==> src/hdl/xcdm_pkg.sv <==
// Package for the XOR crib-drag matcher: command codes, cell control struct
// and the letter-or-space test. No dependencies.
package xcdm_pkg;

    localparam int BYTE_W   = 8;
    localparam int CMD_W    = 2;
    localparam int OFFSET_W = 16;

    localparam logic [BYTE_W-1:0] SPACE_CHAR = 8'h20;
    localparam logic [BYTE_W-1:0] UPPER_LO   = 8'h41;
    localparam logic [BYTE_W-1:0] UPPER_HI   = 8'h5A;
    localparam logic [BYTE_W-1:0] LOWER_LO   = 8'h61;
    localparam logic [BYTE_W-1:0] LOWER_HI   = 8'h7A;

    // input word commands; the fourth code is unused and ignored
    typedef enum logic [CMD_W-1:0] {
        CMD_NEW  = 2'd0,
        CMD_CRIB = 2'd1,
        CMD_PAIR = 2'd2
    } xcdm_cmd_t;

    // per-cycle control broadcast to every cell
    typedef struct packed {
        logic clear;       // new search: drop all crib bytes
        logic crib_shift;  // push a crib byte in at cell 0
        logic pair_shift;  // push an XOR byte in at cell 0 and re-test
    } xcdm_ctrl_t;

    function automatic logic is_letter_or_space(input logic [BYTE_W-1:0] c);
        logic res;
        res = (c == SPACE_CHAR)
            || ((c >= UPPER_LO) && (c <= UPPER_HI))
            || ((c >= LOWER_LO) && (c <= LOWER_HI));
        return res;
    endfunction

endpackage

==> src/hdl/xor_crib_drag_matcher_core.sv <==
// Top level of the XOR crib-drag matcher: command decode, counters, the
// cell chain and the result/output stages. Depends on xcdm_pkg, xcdm_cell.
//
// Usage
//   Input channel (s_*): one word per command. CMD_NEW clears the crib and
//   the position counter, CMD_CRIB appends s_crib_byte to the crib (bytes
//   past MAX_CRIB are dropped), CMD_PAIR XORs s_cipher_a with s_cipher_b and
//   shifts the byte into the window. Once a crib is loaded and at least
//   crib-length pairs have been taken, each pair yields one result word on
//   the m_* channel: the start offset of the tested alignment and whether
//   every decoded byte is a letter or a space. Other commands give no result.
//   Throughput: one input word per cycle while s_ready is high. Each cell of
//   the chain tests its own crib/window byte pair as the window shifts, so a
//   full alignment is checked with every pair; the per-cell flags are then
//   AND-reduced. Path: a pair's test is registered in the cells and the
//   result stage, then in the output register, before it shows on m_valid.
//   Stall: while m_ready is low a finished result waits in the output
//   register and one more can wait in the result stage; s_ready drops only
//   when both are full.
//   Reset: aresetn (synchronous, active low) empties the crib, zeroes the
//   counters and drops any pending results. No clearing pass is needed.
module xor_crib_drag_matcher_core
    import xcdm_pkg::*;
#(
    parameter int MAX_CRIB   = 64,
    parameter int MAX_STREAM = 65536
) (
    input  logic                aclk,
    input  logic                aresetn,
    input  logic                s_valid,
    output logic                s_ready,
    input  logic [CMD_W-1:0]    s_cmd,
    input  logic [BYTE_W-1:0]   s_crib_byte,
    input  logic [BYTE_W-1:0]   s_cipher_a,
    input  logic [BYTE_W-1:0]   s_cipher_b,
    output logic                m_valid,
    input  logic                m_ready,
    output logic [OFFSET_W-1:0] m_offset,
    output logic                m_match
);

    localparam int LEN_W = $clog2(MAX_CRIB + 1);
    localparam int CNT_W = $clog2(MAX_STREAM + 1);
    localparam int CMP_W = (LEN_W > CNT_W) ? LEN_W : CNT_W;

    xcdm_ctrl_t ctrl;
    logic       accept;
    logic       out_free;
    logic       s1_move;
    logic       hit;

    logic [LEN_W-1:0]    len_reg, len_next;
    logic [CNT_W-1:0]    cnt_reg, cnt_next;
    logic [CNT_W-1:0]    cnt_inc;
    logic [CMP_W-1:0]    diff;

    logic                s1_v_reg, s1_v_next;
    logic [OFFSET_W-1:0] s1_off_reg;
    logic                m_valid_reg, m_valid_next;
    logic [OFFSET_W-1:0] m_offset_reg;
    logic                m_match_reg;

    logic [BYTE_W-1:0]   crib_link [MAX_CRIB];
    logic                vld_link  [MAX_CRIB];
    logic [BYTE_W-1:0]   win_link  [MAX_CRIB];
    logic [MAX_CRIB-1:0] ok_vec;
    logic [BYTE_W-1:0]   xor_byte;

    // handshake: stall only when the result stage and output are both full
    assign out_free = !m_valid_reg || m_ready;
    assign s1_move  = s1_v_reg && out_free;
    assign s_ready  = !s1_v_reg || out_free;
    assign accept   = s_valid && s_ready;

    // command decode
    always_comb begin
        ctrl = '0;
        if (accept) begin
            unique case (s_cmd)
                CMD_NEW:  ctrl.clear      = 1'b1;
                CMD_CRIB: ctrl.crib_shift = (len_reg < LEN_W'(MAX_CRIB));
                CMD_PAIR: ctrl.pair_shift = (cnt_reg < CNT_W'(MAX_STREAM));
                default:  ctrl = '0;
            endcase
        end
    end

    // crib length and pair counter
    assign cnt_inc = cnt_reg + CNT_W'(1);
    assign diff    = CMP_W'(cnt_inc) - CMP_W'(len_reg);
    assign hit     = ctrl.pair_shift && (len_reg != '0)
                     && (CMP_W'(cnt_inc) >= CMP_W'(len_reg));

    always_comb begin
        len_next = len_reg;
        cnt_next = cnt_reg;
        if (ctrl.clear) begin
            len_next = '0;
            cnt_next = '0;
        end else begin
            if (ctrl.crib_shift) begin
                len_next = len_reg + LEN_W'(1);
            end
            if (ctrl.pair_shift) begin
                cnt_next = cnt_inc;
            end
        end
    end

    always_ff @(posedge aclk) begin
        if (!aresetn) begin
            len_reg <= '0;
            cnt_reg <= '0;
        end else begin
            len_reg <= len_next;
            cnt_reg <= cnt_next;
        end
    end

    // cell chain: cell 0 takes the newest bytes, older ones move outward
    assign xor_byte = s_cipher_a ^ s_cipher_b;

    for (genvar j = 0; j < MAX_CRIB; j++) begin : g_cell
        logic [BYTE_W-1:0] crib_src;
        logic              vld_src;
        logic [BYTE_W-1:0] win_src;

        if (j == 0) begin : g_head
            assign crib_src = s_crib_byte;
            assign vld_src  = 1'b1;
            assign win_src  = xor_byte;
        end else begin : g_body
            assign crib_src = crib_link[j-1];
            assign vld_src  = vld_link[j-1];
            assign win_src  = win_link[j-1];
        end

        xcdm_cell u_cell (
            .aclk         (aclk),
            .aresetn      (aresetn),
            .ctrl         (ctrl),
            .crib_in      (crib_src),
            .crib_vld_in  (vld_src),
            .win_in       (win_src),
            .crib_out     (crib_link[j]),
            .crib_vld_out (vld_link[j]),
            .win_out      (win_link[j]),
            .ok           (ok_vec[j])
        );
    end

    // result stage: holds the offset while the cells hold their test flags
    always_comb begin
        s1_v_next = s1_v_reg;
        if (hit) begin
            s1_v_next = 1'b1;
        end else if (s1_move) begin
            s1_v_next = 1'b0;
        end
    end

    always_ff @(posedge aclk) begin
        if (!aresetn) begin
            s1_v_reg <= 1'b0;
        end else begin
            s1_v_reg <= s1_v_next;
        end
        if (hit) begin
            s1_off_reg <= OFFSET_W'(diff);
        end
    end

    // output register: AND-reduce the cell flags as the word moves out
    always_comb begin
        m_valid_next = m_valid_reg;
        if (s1_move) begin
            m_valid_next = 1'b1;
        end else if (m_ready) begin
            m_valid_next = 1'b0;
        end
    end

    always_ff @(posedge aclk) begin
        if (!aresetn) begin
            m_valid_reg <= 1'b0;
        end else begin
            m_valid_reg <= m_valid_next;
        end
        if (s1_move) begin
            m_offset_reg <= s1_off_reg;
            m_match_reg  <= &ok_vec;
        end
    end

    assign m_valid  = m_valid_reg;
    assign m_offset = m_offset_reg;
    assign m_match  = m_match_reg;

endmodule

==> src/hdl/xcdm_cell.sv <==
// One cell of the crib-drag chain: holds one crib byte, one window byte and
// the registered decode test of that pair. Depends on xcdm_pkg.
module xcdm_cell
    import xcdm_pkg::*;
(
    input  logic              aclk,
    input  logic              aresetn,
    input  xcdm_ctrl_t        ctrl,
    input  logic [BYTE_W-1:0] crib_in,
    input  logic              crib_vld_in,
    input  logic [BYTE_W-1:0] win_in,
    output logic [BYTE_W-1:0] crib_out,
    output logic              crib_vld_out,
    output logic [BYTE_W-1:0] win_out,
    output logic              ok
);

    logic [BYTE_W-1:0] crib_reg;
    logic              crib_vld_reg;
    logic [BYTE_W-1:0] win_reg;
    logic              ok_reg;
    logic              ok_next;

    // an unused crib slot always passes; otherwise decode against the new byte
    assign ok_next = !crib_vld_reg || is_letter_or_space(crib_reg ^ win_in);

    // crib valid flag: control state
    always_ff @(posedge aclk) begin
        if (!aresetn || ctrl.clear) begin
            crib_vld_reg <= 1'b0;
        end else if (ctrl.crib_shift) begin
            crib_vld_reg <= crib_vld_in;
        end
    end

    // payload shift stages
    always_ff @(posedge aclk) begin
        if (ctrl.crib_shift) begin
            crib_reg <= crib_in;
        end
        if (ctrl.pair_shift) begin
            win_reg <= win_in;
            ok_reg  <= ok_next;
        end
    end

    assign crib_out     = crib_reg;
    assign crib_vld_out = crib_vld_reg;
    assign win_out      = win_reg;
    assign ok           = ok_reg;

endmodule

==> config.mk <==
export PLATFORM = sky130hd
export DESIGN_NAME = xor_crib_drag_matcher_core
export DESIGN_NICKNAME = d
export VERILOG_FILES = /design/src/hdl/xcdm_pkg.sv /design/src/hdl/xor_crib_drag_matcher_core.sv /design/src/hdl/xcdm_cell.sv
export SDC_FILE = /design/constraint.sdc
export NUM_CORES = 1
export LEC_CHECK = 0
export ABC_AREA = 1
export BUFFER_PORTS_ARGS = -buffer_cell sky130_fd_sc_hd__buf_2
export CAP_MARGIN = 20
export CORE_MARGIN = 3
export CORE_UTILIZATION = 65
export CTS_CLUSTER_SIZE = 25
export DETAILED_ROUTE_END_ITERATION = 8
export GPL_TIMING_DRIVEN = 0
export PLACE_DENSITY = 0.81
export SKIP_LAST_GASP = 1
export SLEW_MARGIN = 20
export SYNTH_ARGS = -nofsm -noshare
export SYNTH_HDL_FRONTEND = slang
export SYNTH_SLANG_ARGS = --single-unit
==> constraint.sdc <==
create_clock -name aclk -period 24.2 [get_ports aclk]
set_clock_uncertainty 0.15 [all_clocks]
set_input_delay 3.63 -clock aclk [delete_from_list [all_inputs] [get_ports aclk]]
set_output_delay 3.63 -clock aclk [all_outputs]
set_load 0.05 [all_outputs]
==> results.json <==
{
  "holdPathEnd": "m_offset[8]",
  "powerDensity_nw_per_um2": 82.7,
  "final.fill_count": 3793,
  "die_y_um": 270,
  "grt_usage_pct": 22.4,
  "dr.pass1.iters": 8,
  "routed_via_density": 5.72,
  "syn_nets": 2880,
  "initial_utilization_pct": 65.9,
  "gr-total-overflow": 0,
  "die_w_um": 270,
  "power_mw": 4.20,
  "fmax_mhz": 126,
  "cts_hold_buf": 0,
  "vias": 23100,
  "die-area_sq_um": 73000,
  "synth_top_area_share_pct": 73.7,
  "ant_nets": 0,
  "status": "complete, no violations",
  "path_cells": "buf_2 -> inv_2 -> nand3_2 -> buf_2",
  "ys.flop_type": "edfxtp_1",
  "worst-path-buf-inv": 3,
  "dpl.cell_count": 3830,
  "start_kind": "primary input",
  "grt_start_max_net_pins": 102,
  "critPathMaxFanout": 3,
  "dpl_worst_slack_ns": 16.28,
  "finalCriticalPeriod_ns": 7.93,
  "routedWlPerCell_um": 19.9,
  "fin_util_pct": 73.7,
  "largest_reg_flops": 512,
  "final-hold-violation-count": 0,
  "synth-seq-area-share_pct": 77.7,
  "setup_viol": 0,
  "crit_slowest_cell": "buf_2",
  "root_buffer": "clkbuf_16",
  "min_from": "s1_off_reg[8]",
  "synth-seq-cells": 1203,
  "grt_first_pass_wirelength_mm": 129,
  "htreeDepth": 3,
  "dpl_cell_area_sq_um": 47100,
  "slew_violations": 0,
  "synthArstFlopShare_pct": 0,
  "critPathMostFrequentCell": "buf_2",
  "final_common_cell": "edfxtp_1",
  "yosys_warnings": 0,
  "nets": 3054,
  "worstSetupPathType": "in2out",
  "fin_hold_ws_ns": 0.271,
  "required_ns": 20.42,
  "fp-row-count": 96,
  "synthesis.area_sq_um": 45300,
  "drive_gt1_share_pct": 8.72,
  "cts_resized": 0,
  "critPathTopFamily": "buffers and inverters",
  "yosysUniqueCellTypes": 45,
  "clk_pin_slew_worst_paths_ns": 0.06,
  "fin_setup_tns_ns": 0,
  "hold_path_depth": 0,
  "area_delta_synth_final_pct": 11.9,
  "grt_pass1_vias": 24700,
  "min_path_type": "reg2reg",
  "antenna_found_initial": 1,
  "worst_slew_pin_slew_ns": 0.945,
  "cts_inserted_buffers": 112,
  "power.leakage_nw": 16.0,
  "reg2reg_from": "m_valid",
  "clock_path_buffers": 3,
  "reg2reg_to": "g_cell[28].u_cell.crib_out[2]",
  "reg2reg_depth": 10,
  "maxCapViolCount": 0,
  "fin_ws_ns": 16.27,
  "rsz0062_at_grt": "no",
  "gp_congestion": 0.867,
  "io_pins": 49,
  "critical-path-max-stage-delay_ns": 0.24,
  "crit_path_end_kind": "output pin",
  "final_area_sq_um": 50700,
  "synth_area_per_cell_sq_um": 16.0,
  "drc": 0,
  "syn_inst": 2839,
  "coreArea_sq_um": 68800,
  "clock_latency_ns": 0.67,
  "post_cts_buffers": 0,
  "final_cell_mix": "edfxtp_1 (1113), xnor2_1 (401), nor2_1 (276), nand2_1 (184), o21ai_0 (145)",
  "synth_edf_count": 1113,
  "yosys.area.top_type": "edfxtp_1",
  "cts_sinks": 1203,
  "r2r_slack_ns": 20.48,
  "ir_worst_vdd_mv": 0.0702,
  "relSlewSlack_pct": 37.0,
  "cts_tree": "built",
  "portBuffers": 48,
  "yosys-top-cells-area": "edfxtp_1 (74%), xnor2_1 (7.7%), dfxtp_1 (4.0%), xor2_1 (2.6%), nor2_1 (2.3%)",
  "finalWirelength_mm": 80.5,
  "period_share_pct": 32.8,
  "critPathArrivalTime_ns": 4.15,
  "place_hpwl_mm": 50.1,
  "stdcell_count": 4040,
  "drt_iter0_drc": 2313
}
==> how the worst max path moves through the flow <==
stage,from,end,slack [ns],depth (start not counted)
floorplan,m_ready,cnt_reg[10],12.33,9
global placement,m_ready,cnt_reg[10],8.95,10
detailed placement,m_ready,s_ready,16.28,4
CTS,m_ready,s_ready,16.28,4
global route,m_ready,s_ready,16.26,4
finish,m_ready,s_ready,16.27,4
==> cell families (layout without fill, tap and decap cells) <==
group,count (synthesis),in the layout,synth area share [%]
AO/OA/AOI/OAI,275,275,3.56
adder cells (fa/ha/maj),11,11,0.320
XOR/XNOR,539,539,10.4
other,0,1,0
flip-flops,1203,1203,77.7
buffers and inverters,142,411,1.21
AND/OR/NAND/NOR,663,663,6.65
multiplexers,6,6,0.132
==> power breakdown <==
group | internal, mW | switching, mW
Clock | 0.987 | 0.738
Combinational | 0.0467 | 0.0883
Sequential | 2.31 | 0.0298
Total | 3.34 | 0.856
==> metal layers <==
metal | GRT usage (%) | share of wire (%) | vias to the layer above
li1 | - | - | 10700
met2 | 40.3 | 53 | 792
met4 | 7.48 | 3.2 | 2
met1 | 27.6 | 38 | 11400
met5 | 0 | 0.022 | -
met3 | 3.88 | 5.7 | 201
==> worst reg2reg max path, delay by kind of cell, from the launching register on <==
kind                   cells  cell delay (ns)
DFF                        1             0.35
and+or+nand+nor            3             0.57
buffers and inverters      7             2.21
==> Yosys cell counts (all sizes together) (8+ instances only) <==
cell type,n
edfxtp,1113
xnor2,401
nor2,285
nand2,191
o21ai,145
xor2,138
inv,116
dfxtp,90
nand4,73
nand3,67
a21oi,44
nand3b,21
o31ai,17
o2111ai,14
buf,13
clkbuf,13
o311ai,13
a31oi,11
o211ai,11
ha,10
nor3,10
nor4,9
a21o,8
==> layout make-up <==
class                           instances  area, sq um  share of cell area [%]
Inverter                              116          435                   0.858
Multi-Input combinational cell       1494         9570                    18.9
Sequential cell                      1203        35200                    69.4
Clock inverter                         65          661                    1.30
Timing Repair Buffer                   60          571                    1.12
Tap cell                              931         1160                    2.30
Antenna cell                            1         2.50                 0.00493
Buffer                                 26          135                   0.266
Clock buffer                          144         2960                    5.84
(Power assumes the default switching activity.)
